**src/design/dotq_pkg.sv**
```systemverilog
`default_nettype none
// ----------------------------------------------------------------------------
// dotq_pkg
// Shared types and constants for the deadline ordered timer queue.
// ----------------------------------------------------------------------------
package dotq_pkg;

  // Parameter defaults
  localparam int unsigned MaxTasksDef = 16;
  localparam int unsigned TickBitsDef = 32;
  localparam int unsigned NumHandles  = 16;

  // Configuration register port
  localparam int unsigned CfgW = 16;
  localparam logic [CfgW-1:0] MinLeadRst     = 16'd1000;
  localparam logic [CfgW-1:0] FireAdvanceRst = 16'd0;
  localparam logic [0:0] CFG_MIN_LEAD     = 1'd0;
  localparam logic [0:0] CFG_FIRE_ADVANCE = 1'd1;

  // Request actions
  localparam logic [1:0] ACT_SCHEDULE   = 2'd0;
  localparam logic [1:0] ACT_UNSCHEDULE = 2'd1;
  localparam logic [1:0] ACT_SERVICE    = 2'd2;

  // Result kinds
  localparam logic [1:0] KIND_STATUS  = 2'd0;
  localparam logic [1:0] KIND_FIRED   = 2'd1;
  localparam logic [1:0] KIND_COMPARE = 2'd2;

  typedef struct packed {
    logic [1:0]  action;
    logic [3:0]  task_handle;
    logic [31:0] deadline;
    logic [31:0] now;
  } in_t;

  typedef struct packed {
    logic [1:0]  kind;
    logic        accepted;
    logic [3:0]  fired_task;
    logic [31:0] compare_tick;
    logic        last;
  } out_t;

endpackage
`default_nettype wire

```
**src/design/dotq_ram.sv**
```systemverilog
`default_nettype none
// ----------------------------------------------------------------------------
// dotq_ram
// Simple dual-port memory with one write port and a registered read port.
// ----------------------------------------------------------------------------
module dotq_ram #(
  parameter int unsigned Depth = 16,
  parameter int unsigned Width = 36,
  parameter int unsigned AddrW = 4
) (
  input  wire logic             clk_i,
  input  wire logic             we_i,
  input  wire logic [AddrW-1:0] waddr_i,
  input  wire logic [Width-1:0] wdata_i,
  input  wire logic [AddrW-1:0] raddr_i,
  output logic      [Width-1:0] rdata_o
);

  logic [Width-1:0] mem_q [Depth];

  // Write port
  always_ff @(posedge clk_i) begin
    if (we_i) begin
      mem_q[waddr_i] <= wdata_i;
    end
  end

  // Read port, registered
  always_ff @(posedge clk_i) begin
    rdata_o <= mem_q[raddr_i];
  end

endmodule
`default_nettype wire

```
**src/design/deadline_ordered_timer_queue.sv**
```systemverilog
`default_nettype none
// ----------------------------------------------------------------------------
// deadline_ordered_timer_queue
// Timer task queue kept sorted by wraparound deadline in a single memory.
// ----------------------------------------------------------------------------
// Channel   Direction  Handshake               Payload
// in        input      in_valid_i / in_stall_o  in_data_i  (dotq_pkg::in_t)
// out       output     out_valid_o / out_stall_i out_data_o (dotq_pkg::out_t)
// cfg       input      cfg_we_i                cfg_idx_i, cfg_wdata_i
//
// One transaction is taken at a time; every queue access goes through the
// single read port of the queue memory, read then check or write per entry.
// Reset clears the entry count and pending flags; the memory is not cleared.
// A stalled result holds in the output register; the sequencer waits at its next result.
// ----------------------------------------------------------------------------
module deadline_ordered_timer_queue #(
  parameter int unsigned MAX_TASKS = dotq_pkg::MaxTasksDef,
  parameter int unsigned TICK_BITS = dotq_pkg::TickBitsDef
) (
  input  wire logic                  clk_i,
  input  wire logic                  rst_ni,
  input  wire logic                  in_valid_i,
  output logic                       in_stall_o,
  input  wire dotq_pkg::in_t         in_data_i,
  output logic                       out_valid_o,
  input  wire logic                  out_stall_i,
  output dotq_pkg::out_t             out_data_o,
  input  wire logic                  cfg_we_i,
  input  wire logic [0:0]            cfg_idx_i,
  input  wire logic [dotq_pkg::CfgW-1:0] cfg_wdata_i
);
  import dotq_pkg::*;

  localparam int unsigned QCap  = (MAX_TASKS < NumHandles) ? MAX_TASKS : NumHandles;
  localparam int unsigned AW    = $clog2(QCap);
  localparam int unsigned CW    = $clog2(QCap + 1);
  localparam int unsigned TB    = TICK_BITS;
  localparam int unsigned EW    = 4 + TB;

  // Sequencer states
  localparam logic [3:0] S_IDLE     = 4'd0;
  localparam logic [3:0] S_FIND_RD  = 4'd1;
  localparam logic [3:0] S_FIND_CK  = 4'd2;
  localparam logic [3:0] S_DECIDE   = 4'd3;
  localparam logic [3:0] S_RM_RD    = 4'd4;
  localparam logic [3:0] S_RM_WR    = 4'd5;
  localparam logic [3:0] S_SRCH_RD  = 4'd6;
  localparam logic [3:0] S_SRCH_CK  = 4'd7;
  localparam logic [3:0] S_SHU_RD   = 4'd8;
  localparam logic [3:0] S_SHU_WR   = 4'd9;
  localparam logic [3:0] S_INS      = 4'd10;
  localparam logic [3:0] S_STAT     = 4'd11;
  localparam logic [3:0] S_HEAD_RD  = 4'd12;
  localparam logic [3:0] S_HEAD_OUT = 4'd13;
  localparam logic [3:0] S_SVC_RD   = 4'd14;
  localparam logic [3:0] S_SVC_CK   = 4'd15;

  // a is sooner than b under wraparound
  function automatic logic sooner(input logic [TB-1:0] a, input logic [TB-1:0] b);
    logic [TB-1:0] diff;
    diff = a - b;
    return diff[TB-1];
  endfunction

  logic [3:0]          state_q, state_d;
  logic [1:0]          act_q, act_d;
  logic [3:0]          hnd_q, hnd_d;
  logic [TB-1:0]       dl_q, dl_d, lim_q, lim_d, due_q, due_d;
  logic [CW-1:0]       idx_q, idx_d, pos_q, pos_d, cnt_q, cnt_d;
  logic                found_q, found_d, lock_q, lock_d, ok_q, ok_d;
  logic [NumHandles-1:0] pend_q, pend_d;
  logic [CfgW-1:0]     min_lead_q, fire_adv_q;
  logic                out_valid_q, out_valid_d;
  out_t                out_q, out_d;

  logic                mem_we;
  logic [AW-1:0]       mem_waddr, mem_raddr;
  logic [EW-1:0]       mem_wdata, mem_rdata;
  logic [3:0]          rd_hnd;
  logic [TB-1:0]       rd_dl;
  logic [CW-1:0]       idx_inc;
  logic                can_emit, ok_calc;
  logic [TB+31:0]      in_dl_ext, in_now_ext, rd_dl_ext;
  logic [TB+CfgW-1:0]  lead_ext, adv_ext;

  assign rd_hnd     = mem_rdata[EW-1 -: 4];
  assign rd_dl      = mem_rdata[TB-1:0];
  assign idx_inc    = idx_q + 1'b1;
  assign can_emit   = !out_valid_q || !out_stall_i;
  assign in_dl_ext  = {{TB{1'b0}}, in_data_i.deadline};
  assign in_now_ext = {{TB{1'b0}}, in_data_i.now};
  assign rd_dl_ext  = {32'd0, rd_dl};
  assign lead_ext   = {{TB{1'b0}}, min_lead_q};
  assign adv_ext    = {{TB{1'b0}}, fire_adv_q};

  assign ok_calc = !(found_q && lock_q) &&
                   ((act_q == ACT_UNSCHEDULE) ||
                    (!sooner(dl_q, lim_q) && (found_q || (cnt_q < CW'(QCap)))));

  assign in_stall_o  = (state_q != S_IDLE);
  assign out_valid_o = out_valid_q;
  assign out_data_o  = out_q;

  dotq_ram #(
    .Depth (QCap),
    .Width (EW),
    .AddrW (AW)
  ) u_ram (
    .clk_i   (clk_i),
    .we_i    (mem_we),
    .waddr_i (mem_waddr),
    .wdata_i (mem_wdata),
    .raddr_i (mem_raddr),
    .rdata_o (mem_rdata)
  );

  // Sequencer
  always_comb begin
    state_d     = state_q;
    act_d       = act_q;
    hnd_d       = hnd_q;
    dl_d        = dl_q;
    lim_d       = lim_q;
    due_d       = due_q;
    idx_d       = idx_q;
    pos_d       = pos_q;
    cnt_d       = cnt_q;
    found_d     = found_q;
    lock_d      = lock_q;
    ok_d        = ok_q;
    pend_d      = pend_q;
    out_d       = out_q;
    out_valid_d = out_valid_q && out_stall_i;
    mem_we      = 1'b0;
    mem_waddr   = idx_q[AW-1:0];
    mem_wdata   = mem_rdata;
    mem_raddr   = '0;

    case (state_q)
      S_IDLE: begin
        if (in_valid_i) begin
          act_d   = in_data_i.action;
          hnd_d   = in_data_i.task_handle;
          dl_d    = in_dl_ext[TB-1:0];
          lim_d   = in_now_ext[TB-1:0] + lead_ext[TB-1:0];
          due_d   = in_now_ext[TB-1:0] + adv_ext[TB-1:0];
          idx_d   = '0;
          found_d = 1'b0;
          lock_d  = 1'b0;
          case (in_data_i.action)
            ACT_SCHEDULE, ACT_UNSCHEDULE: begin
              state_d = pend_q[in_data_i.task_handle] ? S_FIND_RD : S_DECIDE;
            end
            ACT_SERVICE: begin
              state_d = S_SVC_RD;
            end
            default: begin
              state_d = S_IDLE;
            end
          endcase
        end
      end

      // Look up the position of a pending handle
      S_FIND_RD: begin
        mem_raddr = idx_q[AW-1:0];
        state_d   = S_FIND_CK;
      end
      S_FIND_CK: begin
        if (rd_hnd == hnd_q) begin
          found_d = 1'b1;
          pos_d   = idx_q;
          lock_d  = sooner(rd_dl, lim_q);
          state_d = S_DECIDE;
        end else if (idx_inc >= cnt_q) begin
          state_d = S_DECIDE;
        end else begin
          idx_d   = idx_inc;
          state_d = S_FIND_RD;
        end
      end

      S_DECIDE: begin
        ok_d = ok_calc;
        if (ok_calc && found_q) begin
          idx_d          = pos_q;
          pend_d[hnd_q]  = 1'b0;
          state_d        = S_RM_RD;
        end else if (ok_calc && (act_q == ACT_SCHEDULE)) begin
          idx_d   = '0;
          state_d = S_SRCH_RD;
        end else begin
          state_d = S_STAT;
        end
      end

      // Close the gap left by a removed entry
      S_RM_RD: begin
        if (idx_inc < cnt_q) begin
          mem_raddr = idx_inc[AW-1:0];
          state_d   = S_RM_WR;
        end else begin
          cnt_d = cnt_q - 1'b1;
          idx_d = '0;
          case (act_q)
            ACT_SERVICE:  state_d = S_SVC_RD;
            ACT_SCHEDULE: state_d = S_SRCH_RD;
            default:      state_d = S_STAT;
          endcase
        end
      end
      S_RM_WR: begin
        mem_we  = 1'b1;
        idx_d   = idx_inc;
        state_d = S_RM_RD;
      end

      // Find the insertion point behind equal deadlines
      S_SRCH_RD: begin
        if (idx_q == cnt_q) begin
          pos_d   = idx_q;
          idx_d   = cnt_q;
          state_d = S_SHU_RD;
        end else begin
          mem_raddr = idx_q[AW-1:0];
          state_d   = S_SRCH_CK;
        end
      end
      S_SRCH_CK: begin
        if (!sooner(dl_q, rd_dl)) begin
          idx_d   = idx_inc;
          state_d = S_SRCH_RD;
        end else begin
          pos_d   = idx_q;
          idx_d   = cnt_q;
          state_d = S_SHU_RD;
        end
      end

      // Open a slot by moving later entries up by one
      S_SHU_RD: begin
        if (idx_q > pos_q) begin
          mem_raddr = AW'(idx_q - 1'b1);
          state_d   = S_SHU_WR;
        end else begin
          state_d = S_INS;
        end
      end
      S_SHU_WR: begin
        mem_we  = 1'b1;
        idx_d   = idx_q - 1'b1;
        state_d = S_SHU_RD;
      end
      S_INS: begin
        mem_we        = 1'b1;
        mem_waddr     = pos_q[AW-1:0];
        mem_wdata     = {hnd_q, dl_q};
        cnt_d         = cnt_q + 1'b1;
        pend_d[hnd_q] = 1'b1;
        state_d       = S_STAT;
      end

      S_STAT: begin
        if (can_emit) begin
          out_valid_d        = 1'b1;
          out_d.kind         = KIND_STATUS;
          out_d.accepted     = ok_q;
          out_d.fired_task   = '0;
          out_d.compare_tick = '0;
          out_d.last         = !(ok_q && (cnt_q != '0));
          state_d            = (ok_q && (cnt_q != '0)) ? S_HEAD_RD : S_IDLE;
        end
      end
      S_HEAD_RD: begin
        state_d = S_HEAD_OUT;
      end
      S_HEAD_OUT: begin
        if (can_emit) begin
          out_valid_d        = 1'b1;
          out_d.kind         = KIND_COMPARE;
          out_d.accepted     = 1'b0;
          out_d.fired_task   = '0;
          out_d.compare_tick = rd_dl_ext[31:0];
          out_d.last         = 1'b1;
          state_d            = S_IDLE;
        end
      end

      // Service event: fire due tasks from the head
      S_SVC_RD: begin
        state_d = (cnt_q == '0) ? S_IDLE : S_SVC_CK;
      end
      S_SVC_CK: begin
        if (can_emit) begin
          out_valid_d      = 1'b1;
          out_d.accepted   = 1'b0;
          if (!sooner(due_q, rd_dl)) begin
            out_d.kind         = KIND_FIRED;
            out_d.fired_task   = rd_hnd;
            out_d.compare_tick = '0;
            out_d.last         = (cnt_q == CW'(1));
            pend_d[rd_hnd]     = 1'b0;
            idx_d              = '0;
            state_d            = S_RM_RD;
          end else begin
            out_d.kind         = KIND_COMPARE;
            out_d.fired_task   = '0;
            out_d.compare_tick = rd_dl_ext[31:0];
            out_d.last         = 1'b1;
            state_d            = S_IDLE;
          end
        end
      end

      default: begin
        state_d = S_IDLE;
      end
    endcase
  end

  // Control registers
  always_ff @(posedge clk_i or negedge rst_ni) begin
    if (!rst_ni) begin
      state_q     <= S_IDLE;
      cnt_q       <= '0;
      pend_q      <= '0;
      out_valid_q <= 1'b0;
      min_lead_q  <= MinLeadRst;
      fire_adv_q  <= FireAdvanceRst;
    end else begin
      state_q     <= state_d;
      cnt_q       <= cnt_d;
      pend_q      <= pend_d;
      out_valid_q <= out_valid_d;
      if (cfg_we_i) begin
        case (cfg_idx_i)
          CFG_MIN_LEAD:     min_lead_q <= cfg_wdata_i;
          CFG_FIRE_ADVANCE: fire_adv_q <= cfg_wdata_i;
          default:          min_lead_q <= min_lead_q;
        endcase
      end
    end
  end

  // Working registers of the current transaction
  always_ff @(posedge clk_i) begin
    act_q   <= act_d;
    hnd_q   <= hnd_d;
    dl_q    <= dl_d;
    lim_q   <= lim_d;
    due_q   <= due_d;
    idx_q   <= idx_d;
    pos_q   <= pos_d;
    found_q <= found_d;
    lock_q  <= lock_d;
    ok_q    <= ok_d;
    out_q   <= out_d;
  end

endmodule
`default_nettype wire

```
**config.mk**
```make
export PLATFORM = sky130hd
export DESIGN_NAME = deadline_ordered_timer_queue
export DESIGN_NICKNAME = d
export VERILOG_FILES = /design/src/design/dotq_pkg.sv /design/src/design/dotq_ram.sv /design/src/design/deadline_ordered_timer_queue.sv
export SDC_FILE = /design/constraint.sdc
export NUM_CORES = 1
export LEC_CHECK = 0
export BUFFER_PORTS_ARGS = -buffer_cell sky130_fd_sc_hd__buf_2
export CAP_MARGIN = 20
export CORE_ASPECT_RATIO = 0.7
export CORE_UTILIZATION = 64
export CTS_BUF_LIST = sky130_fd_sc_hd__clkbuf_2
export CTS_CLUSTER_SIZE = 20
export DETAILED_ROUTE_END_ITERATION = 16
export GPL_TIMING_DRIVEN = 1
export PLACE_DENSITY = 0.82
export SLEW_MARGIN = 20
export SYNTH_ARGS = -nofsm -noshare
export SYNTH_HDL_FRONTEND = slang
export SYNTH_SLANG_ARGS = --single-unit
```
**constraint.sdc**
```tcl
create_clock -name clk_i -period 4.9 [get_ports clk_i]
set_clock_uncertainty 0.15 [all_clocks]
set_input_delay 0.49 -clock clk_i [delete_from_list [all_inputs] [get_ports clk_i]]
set_output_delay 0.49 -clock clk_i [all_outputs]
set_load 0.005 [all_outputs]
```
# == Word level (Yosys, flattened, before mapping) ==
# Memory sizes are Yosys's and may differ from the RTL's. A register that Yosys moved wholly into a read port is not among the register bits.
# Index checks and enable logic that the tools add are counted.
# op_classes
mux,68
n_lt_le_gt_ge,9
add_sub_neg,10
n_eq_ne,35
reduce_logical,42
n_bitwise,6
# ops
cell,n
subtractor 32 bit,4
two-way mux 40 bit,3
one-hot mux 40 bit (3 select lines),1
two-way mux 5 bit,14
adder 32 x 16 -> 32 bit,2
one-hot mux 4 bit (16 select lines),1
two-way mux 4 bit,15
two-way mux 16 bit,3
one-hot mux 16 bit (3 select lines),1
one-hot mux 5 bit (9 select lines),1
two-way mux 37 bit,1
two-way mux 36 bit,1
AND 16 bit,2
"== test 4 bit, second input constant",8
inverter 16 bit,2
"!= test 2 bit, second input constant",12
"== test 4 x 3 -> 1 bit, second input constant",4
bitwise OR 16 bit,1
one-hot mux 4 bit (2 select lines),2
one-hot mux 4 bit (4 select lines),1
AND reduction 4 bit,4
"< comparator 4 x 5 -> 1 bit, second input constant",3
one-hot mux 5 bit (3 select lines),1
two-way mux 1 bit,11
38 further kinds,72
# totals
word_cells,192
mem_bits_rw,576
out_inout_bits,42
mem_count,1
register_bits,213
# memory_table
memory,depth,word_bits,rd,rd_ports_with_merged_regs,wr,line,rtl
u_ram.mem_q,16,36,1,1,1,dotq_ram.sv:19,logic [Width-1:0] mem_q [Depth];

# == Depth between registers and ports, before layout ==
# Gate-level depths: netlist (run 1).
# depth
word_depth,9
depth_mapped,17
mapped_depth_nobuf,13

# == By module ==
# Synthesis (run 1) repeated with hierarchy kept, for this count alone.
# hier_totals
hier_cells,2328
area_unflattened_um2,36445.0
# by_module_without_submodules
module,cells_each,area_each_um2,n_inst,seq_area_each_um2
dotq_ram,938,22318.9,1,18017.3
deadline_ordered_timer_queue,1390,14126.0,1,6113.4

# == Worst setup path before layout (run 1) ==
# OpenSTA, ideal clock, no wires.
# synth_timing
path_kind,register to register
start,register state_q[3]
end,"register act_q[0], enable pin"
t_arrival_ps,3299
setup_ps,473
stages_incl_launch_ff,4
setup_slack_ps,978
synth_period_minus_slack_ps,3922
required_ps,4277
path_cell_list,dfrtp_1 clkbuf_1 nor2_1 and3_1
# synth_between
elab_chain_len,2
# synth_rtl
element,line,rtl
start: declaration,deadline_ordered_timer_queue.sv:65,"logic [3:0] state_q, state_d;"
start signal: assignment,deadline_ordered_timer_queue.sv:331,state_q <= state_d;
zero test 4 bit,deadline_ordered_timer_queue.sv:139,case (state_q)
AND reduction 2 bit (no line),n/a,
end signal: assignment,deadline_ordered_timer_queue.sv:347,act_q <= act_d;
end: declaration,deadline_ordered_timer_queue.sv:66,"logic [1:0] act_q, act_d;"
# No other way between the ends.
# A chain may end at the register's enable or synchronous reset.

# == Worst setup path in the final report (run 1) ==
# layout_timing
start,register min_lead_q[10]
end,register lim_q[24] (data pin)
# layout_between
elab_chain_len,1
# layout_rtl
element,line,rtl
start: declaration,deadline_ordered_timer_queue.sv:72,"logic [CfgW-1:0] min_lead_q, fire_adv_q;"
start signal: assignment,deadline_ordered_timer_queue.sv:328,min_lead_q <= MinLeadRst;
start signal: assignment,deadline_ordered_timer_queue.sv:337,CFG_MIN_LEAD: min_lead_q <= cfg_wdata_i;
start signal: assignment,deadline_ordered_timer_queue.sv:339,default: min_lead_q <= min_lead_q;
adder 32 x 16 -> 32 bit,deadline_ordered_timer_queue.sv:145,lim_d = in_now_ext[TB-1:0] + lead_ext[TB-1:0];
end signal: assignment,deadline_ordered_timer_queue.sv:350,lim_q <= lim_d;
end: declaration,deadline_ordered_timer_queue.sv:68,"logic [TB-1:0] dl_q, dl_d, lim_q, lim_d, due_q, due_d;"
# No other way between the ends.

==> impl_metrics.ini, run 1 <==
[cells_and_area]
final_nets = 3880
drive_gt1_frac = 0.1663
area_growth_pct = 15.34
stdcell_count = 4529

[timing]
fin_crit_sh = 0.9411
whs_ns = 0.03218
fin_ws_ns = 0.2885
setup_tns_ns = 0
slew_headroom = 0.2666
setup_viol = 0
slew_violations = 0
fmax_mhz = 216.8
hold_viol_final = 0
rsz0062_at_grt = no
max_slew.worst_pin.slew_ns = 1.097
layout_min_cycle_time_ns = 4.612

[drt]
routed_via_density = 6.411
dr.pass1.iters = 9
vias = 29037
drtIter0Drc = 4321
post-route-drc-count = 0
wl_um = 109400
ant_nets = 0
wl_per_cell_um = 24.15

[yosys]
synth_area_um2 = 37510
yosys_register_bits = 825
yosys.area.top_type = edfxtp_1
synth-main-ff-cell = edfxtp_1
synthXorXnorAreaFrac = 0.01908
syn-num-nets = 3419
synth_compound_area_frac = 0.08242
synthMuxAreaShare = 0.01491
synth-edff-count = 731
synth_area_leaders = edfxtp_1 59%, nand2_1 6.7%, ha_1 5.6%
ys_types = 85
synth_top_area_share = 0.5852
synth-simple-area-share = 0.1551
yosysSeqAreaShare = 0.6433
synth_top_family_by_area = simple AND/OR/NAND/NOR gates
synthAdderAreaFrac = 0.05677
yosysMostFrequentCell = edfxtp_1
synthCells = 3158
synth_area_per_cell_um2 = 11.88
async_flop_share = 0.07030
synth_common_cells = 731 x edfxtp_1, 673 x nand2_1, 315 x nand3_1
yosysWarnings = 0

[place]
io_buffer_count = 133
dp_slack_ns = 0.5783
globalplace.congestion = 0.9805
dpl.cell_count = 3992
hpwl_um = 63200

[power_and_ir_drop]
switchingPower_w = 0.01005
p_per_area_nw_per_um2 = 568.5
p_comb_frac = 0.390
power_w = 0.02460
clkPwrFrac = 0.183
p_int_w = 0.01455
ir_worst_vdd_uv = 350.2
swShare = 0.4084
p_seq_frac = 0.428
leakagePower_nw = 16.74

[run]
max_cap_violations = 0

[setup_path]
critPathLaunchType = flop
max_stage_delay_ns = 0.91
crit_slowest_cell = a41oi_1
endpoint_kind = flop
worstPathRequired_ns = 5.77
worstSetupPathType = reg -> reg
cp_common_cell = dlygate4sd3_1
path_cells = ha_1 > a21o_1 > a21oi_1 > nor3b_1 > dlygate4sd3_1 > nand3_1 > a41oi_1 > nor2_1 > xor2_1 > dlygate4sd3_1
critPathMaxFanout = 8
cp.arrival_ns = 5.48

[grt]
grt_pass1_wl_um = 164900
grt_pass1_vias = 29136
track_usage = 0.3675
grt_max_degree = 131
overflow = 0
antenna_found_initial = 5

[die]
ios = 134
initial_core_util = 0.6540
die_h_um = 204.6
dieArea_um2 = 59600
row_count = 73
coreArea_um2 = 57360
fp.dieW_um = 291.4

[clocking]
h-tree-depth = 4
clock_path_buffers = 3
hold_buffers = 196
clockRootBuffer = clkbuf_2
clkLatencyLatePin_ns = 1.40
cts_tree = built
ctsResizeCount = 0
cts.sinks = 825
clk_pin_slew_worst_paths_ns = 0.13
cts_setup_buffers = 0
numCtsBuffers = 179

[hold_path]
hold_path.class = in -> reg

[outcome]
status = complete, no violations
-- metrics by stage --
step / utilization / area [µm²]
floorplan: - / 37510
global placement: 0.6895 / 39550
detailed placement: 0.6895 / 39550
CTS: 0.7541 / 43260
global route: 0.7543 / 43270
finish: 0.7543 / 43270
-- cell families after synthesis --
family,after synthesis
simple gates,1297
flops,825
compound gates,488
buf+inv,252
fa+ha+maj,169
xor+xnor,80
mux,47
-- layout by cell type, fill, tap and decap left out, drive strengths merged, types with 20 or more instances in the layout --
cell | Yosys | layout
a21o | 31 | 31
xnor2 | 48 | 48
mux2 | 31 | 31
edfxtp | 731 | 731
nor3 | 20 | 20
dfxtp | 36 | 36
inv | 101 | 104
nand3 | 316 | 316
a21oi | 217 | 217
buf | 93 | 234
nand2b | 24 | 24
dlygate4sd3 | 0 | 196
nor4 | 45 | 45
clkinv | 1 | 36
dfrtp | 52 | 52
o21ai | 78 | 78
xor2 | 32 | 32
ha | 167 | 167
nor2 | 93 | 93
nand4 | 22 | 22
clkbuf | 57 | 295
nand2 | 675 | 675
and2 | 43 | 43
-- power by group through the flow --
stage | clock network [W] | logic, W | registers [W]
after floorplan | 0 | 0.00588 | 0.0102
after detailed placement | 0 | 0.00898 | 0.0106
after CTS | 0.00447 | 0.00921 | 0.0105
final | 0.00449 | 0.00959 | 0.0105
after global routing | 0.00484 | 0.0103 | 0.0106
after global placement | 0 | 0.00860 | 0.0106
-- registers in the layout (all words and copies together), names as in the netlist, 5 cells and up --
name / cells
due_q: 32
pend_q: 16
out_data_o: 40
u_ram.rdata_o: 36
pos_q: 5
cnt_q: 5
idx_q: 5
fire_adv_q: 16
lim_q: 32
u_ram.mem_q: 576
dl_q: 32
min_lead_q: 16
-- layer usage --
layer | share of wire | up-vias | track usage
li1 | - | 12570 | -
met5 | 0.00025 | - | 0
met1 | 0.37 | 13749 | 0.4823
met3 | 0.13 | 442 | 0.09461
met4 | 0.046 | 4 | 0.1857
met2 | 0.46 | 2272 | 0.5736
-- cell type report --
| cell class | instances | area, µm² |
|---|---|---|
| diodes | 2 | 5.005 |
| clock buffers | 295 | 1476 |
| clock inverters | 44 | 267.8 |
| fillers | 3405 | 14090 |
| inverters | 102 | 382.9 |
| multi-input cells | 2081 | 12500 |
| flip-flops and latches | 825 | 24130 |
| well taps | 750 | 938.4 |
| repair buffers | 430 | 3561 |
-- worst paths after layout --
kind / slack [ns] / end / cells after the start / from
setup / recovery: 0.29 / lim_q[24] / 10 / min_lead_q[10]
setup reg to reg: 0.29 / lim_q[24] / 10 / min_lead_q[10]
hold / removal: 0.03 / due_q[20] / 4 / in_data_i[20]
max in group asynchronous: 3.60 / fire_adv_q[5] / 4 / rst_ni
min in group asynchronous: 0.37 / fire_adv_q[15] / 4 / rst_ni
hold reg to reg: 0.36 / lim_q[0] / 1 / min_lead_q[0]
-- worst max-delay path: cells and delay by family, from the launching register on --
family / cells / cell delay (ns)
compound gates: 3 / 1.52
buf+inv: 2 / 1.16
simple gates: 3 / 0.53
flops: 1 / 0.42
fa+ha+maj: 1 / 0.36
xor+xnor: 1 / 0.19
Power figures use the tool's default switching activity.
==> run 2: changes to the inputs <==
Settings changed: ABC_AREA set to 1, CORE_UTILIZATION 64 to 50, PLACE_DENSITY 0.82 to 0.66.
==> impl_metrics.ini, run 2 <==
[die]
fp.dieW_um = 339.8
row_count = 86
ios = 134
die_h_um = 238.4
coreArea_um2 = 78870
dieArea_um2 = 81020
initial_core_util = 0.5063

[timing]
hold_viol_final = 0
rsz0062_at_grt = no
slew_headroom = 0.2684
setup_viol = 0
layout_min_cycle_time_ns = 4.748
max_slew.worst_pin.slew_ns = 1.095
setup_tns_ns = 0
fin_crit_sh = 0.9690
slew_violations = 0
fmax_mhz = 210.6

[setup_path]
max_stage_delay_ns = 0.60
reg2reg_to = due_q[30]
rr_startpoint = fire_adv_q[11]
crit_slowest_cell = dlygate4sd3_1
endpoint_kind = flop
path_cells = ha_1 > a21oi_1 > dlygate4sd3_1 > o21ai_0 > dlygate4sd3_1 > a21oi_1 > dlygate4sd3_1 > nand2_1 > inv_1 > nor3_1 > nand2_1 > dlygate4sd3_1 > xor2_1
cp.arrival_ns = 5.82
rrSetupSlack_ns = 0.15
ff2ff_path_depth = 13
path_delay_family = buffers and inverters
cp_common_cell = dlygate4sd3_1
worstSetupPathType = reg -> reg
critPathMaxFanout = 5
worstPathRequired_ns = 5.97
critPathLaunchType = flop
crit_buf_inv = 5

[cells_and_area]
largest-register = u_ram.mem_q
final_nets = 4824
drive_gt1_frac = 0.1230
multi_input_comb_area_um2 = 12870
fillers = 6627
final_common_cell = nand2_1
layout_common_cells = 1063 x nand2_1, 731 x edfxtp_1, 611 x inv_1, 540 x nand3_1, 286 x clkbuf_2
largest_register_ffs = 576
fin_area_um2 = 46400
area_growth_pct = 16.19
layout.area.seq_um2 = 24130

[hold_path]
hold_path.class = in -> reg
holdPathEnd = dl_q[10]
hp-start = in_data_i[42]
hold_depth = 3

[drt]
post-route-drc-count = 0
dr.pass1.iters = 5
vias = 30249
ant_nets = 0
routed_via_density = 5.238
wl_per_cell_um = 18.89
wl_um = 109100
drtIter0Drc = 2865

[yosys]
synth_area_um2 = 39930
syn-num-nets = 4318
synth_area_leaders = edfxtp_1 55%, nand2_1 10%, nand3_1 6.8%
yosys.area.top_type = edfxtp_1
yosysWarnings = 0
yosysSeqAreaShare = 0.6043
synth-main-ff-cell = edfxtp_1
yosys_register_bits = 825
yosysMostFrequentCell = nand2_1
synth_common_cells = 1063 x nand2_1, 731 x edfxtp_1, 611 x inv_1
synthCells = 4057
synth_top_area_share = 0.5497
synth-edff-count = 731
async_flop_share = 0.07030
ys_types = 52
synth_area_per_cell_um2 = 9.843

[power_and_ir_drop]
leakagePower_nw = 20.70
ir_worst_vdd_uv = 647.8
p_per_area_nw_per_um2 = 543.1
power_w = 0.02520

[place]
hpwl_um = 60460
globalplace.congestion = 0.9251
io_buffer_count = 133
place_area_um2 = 42110

[clocking]
clockRootBuffer = clkbuf_2
clkLatencyLatePin_ns = 1.51
cts.sinks = 825
h-tree-depth = 4
cts_tree = built
numCtsBuffers = 186
ctsResizeCount = 0
clk_pin_slew_worst_paths_ns = 0.13
clock_path_buffers = 3
cts_setup_buffers = 0
hold_buffers = 251

[grt]
track_usage = 0.2689
grt_pass1_wl_um = 166200
overflow = 0
grt_pass1_vias = 29088
grt_max_degree = 145
antenna_found_initial = 1

[outcome]
status = complete, no violations

[run]
max_cap_violations = 0
## run 2: cell types whose count changed after synthesis, sizes merged, moves of 31 or more
cell,change
o21ai,+66
nand2,+390
nor2,+85
inv,+528
nand3,+225
a21oi,-106
nor4,-34
o21bai,+71
mux2,-31
and2,-43
## run 2: area by class of cell
cell class	count	area share
tap	1056	0.02848
clock buffer	286	0.03085
timing repair buffer	467	0.08490
inverter	629	0.05105
sequential	825	0.5201
clock inverter	54	0.007012
multi-input combinational	2454	0.2774
antenna	4	0.0002157
## run 2: worst register-to-register path, stage by stage (launching register included)
cell           delay (ns)
dfrtp_1              0.40
ha_1                 0.37
a21oi_1              0.11
dlygate4sd3_1        0.59
o21ai_0              0.08
dlygate4sd3_1        0.57
a21oi_1              0.06
dlygate4sd3_1        0.56
nand2_1              0.15
inv_1                0.10
nor3_1               0.50
nand2_1              0.10
dlygate4sd3_1        0.60
xor2_1               0.14
## run 2: metrics by stage
step	utilization	cells	hold WS, ns	setup slack, ns
global placement	0.5339	5180	0.3264	1.076
finish	0.5882	5775	0.1269	0.1517
floorplan	-	4057	0.04441	0.8869
global route	0.5881	5772	0.1191	0.06329
CTS	0.5881	5771	0.001465	0.3539
detailed placement	0.5339	5180	0.3340	0.9747
## run 2: worst max path at each step
stage / startpoint / endpoint / cells after the start
after detailed placement: idx_q[1] / u_ram.rdata_o[29] / 19
after global placement: idx_q[1] / u_ram.rdata_o[34] / 20
final: fire_adv_q[11] / due_q[30] / 13
after global routing: fire_adv_q[11] / due_q[30] / 13
after floorplan: state_q[0] / act_q[0] / 5
after CTS: fire_adv_q[11] / due_q[30] / 13
## run 2: routing by layer
metal  up-vias  global-route usage  wire (µm)  part of all wire
met4         0              0.1089       3315             0.030
met1     14163              0.3730      47510              0.44
li1      14587                   -          -                 -
met2      1257              0.4195      49250              0.45
met5         -                   0          0                 0
met3       242             0.04860       9021             0.083
## run 2: where the power goes
group | switching (W) | internal (W)
clock network | 0.00283 | 0.00172
logic | 0.00717 | 0.00315
registers | 0.000604 | 0.00972
total | 0.0106 | 0.0146
## run 2: cell families after synthesis
logic type | after synthesis | synth area share
AO/OA/AOI/OAI | 370 | 0.05355
flip-flops | 825 | 0.6043
buffers and inverters | 778 | 0.07758
adder cells (fa/ha/maj) | 169 | 0.05333
AND/OR/NAND/NOR | 1837 | 0.1941
XOR/XNOR | 78 | 0.01711
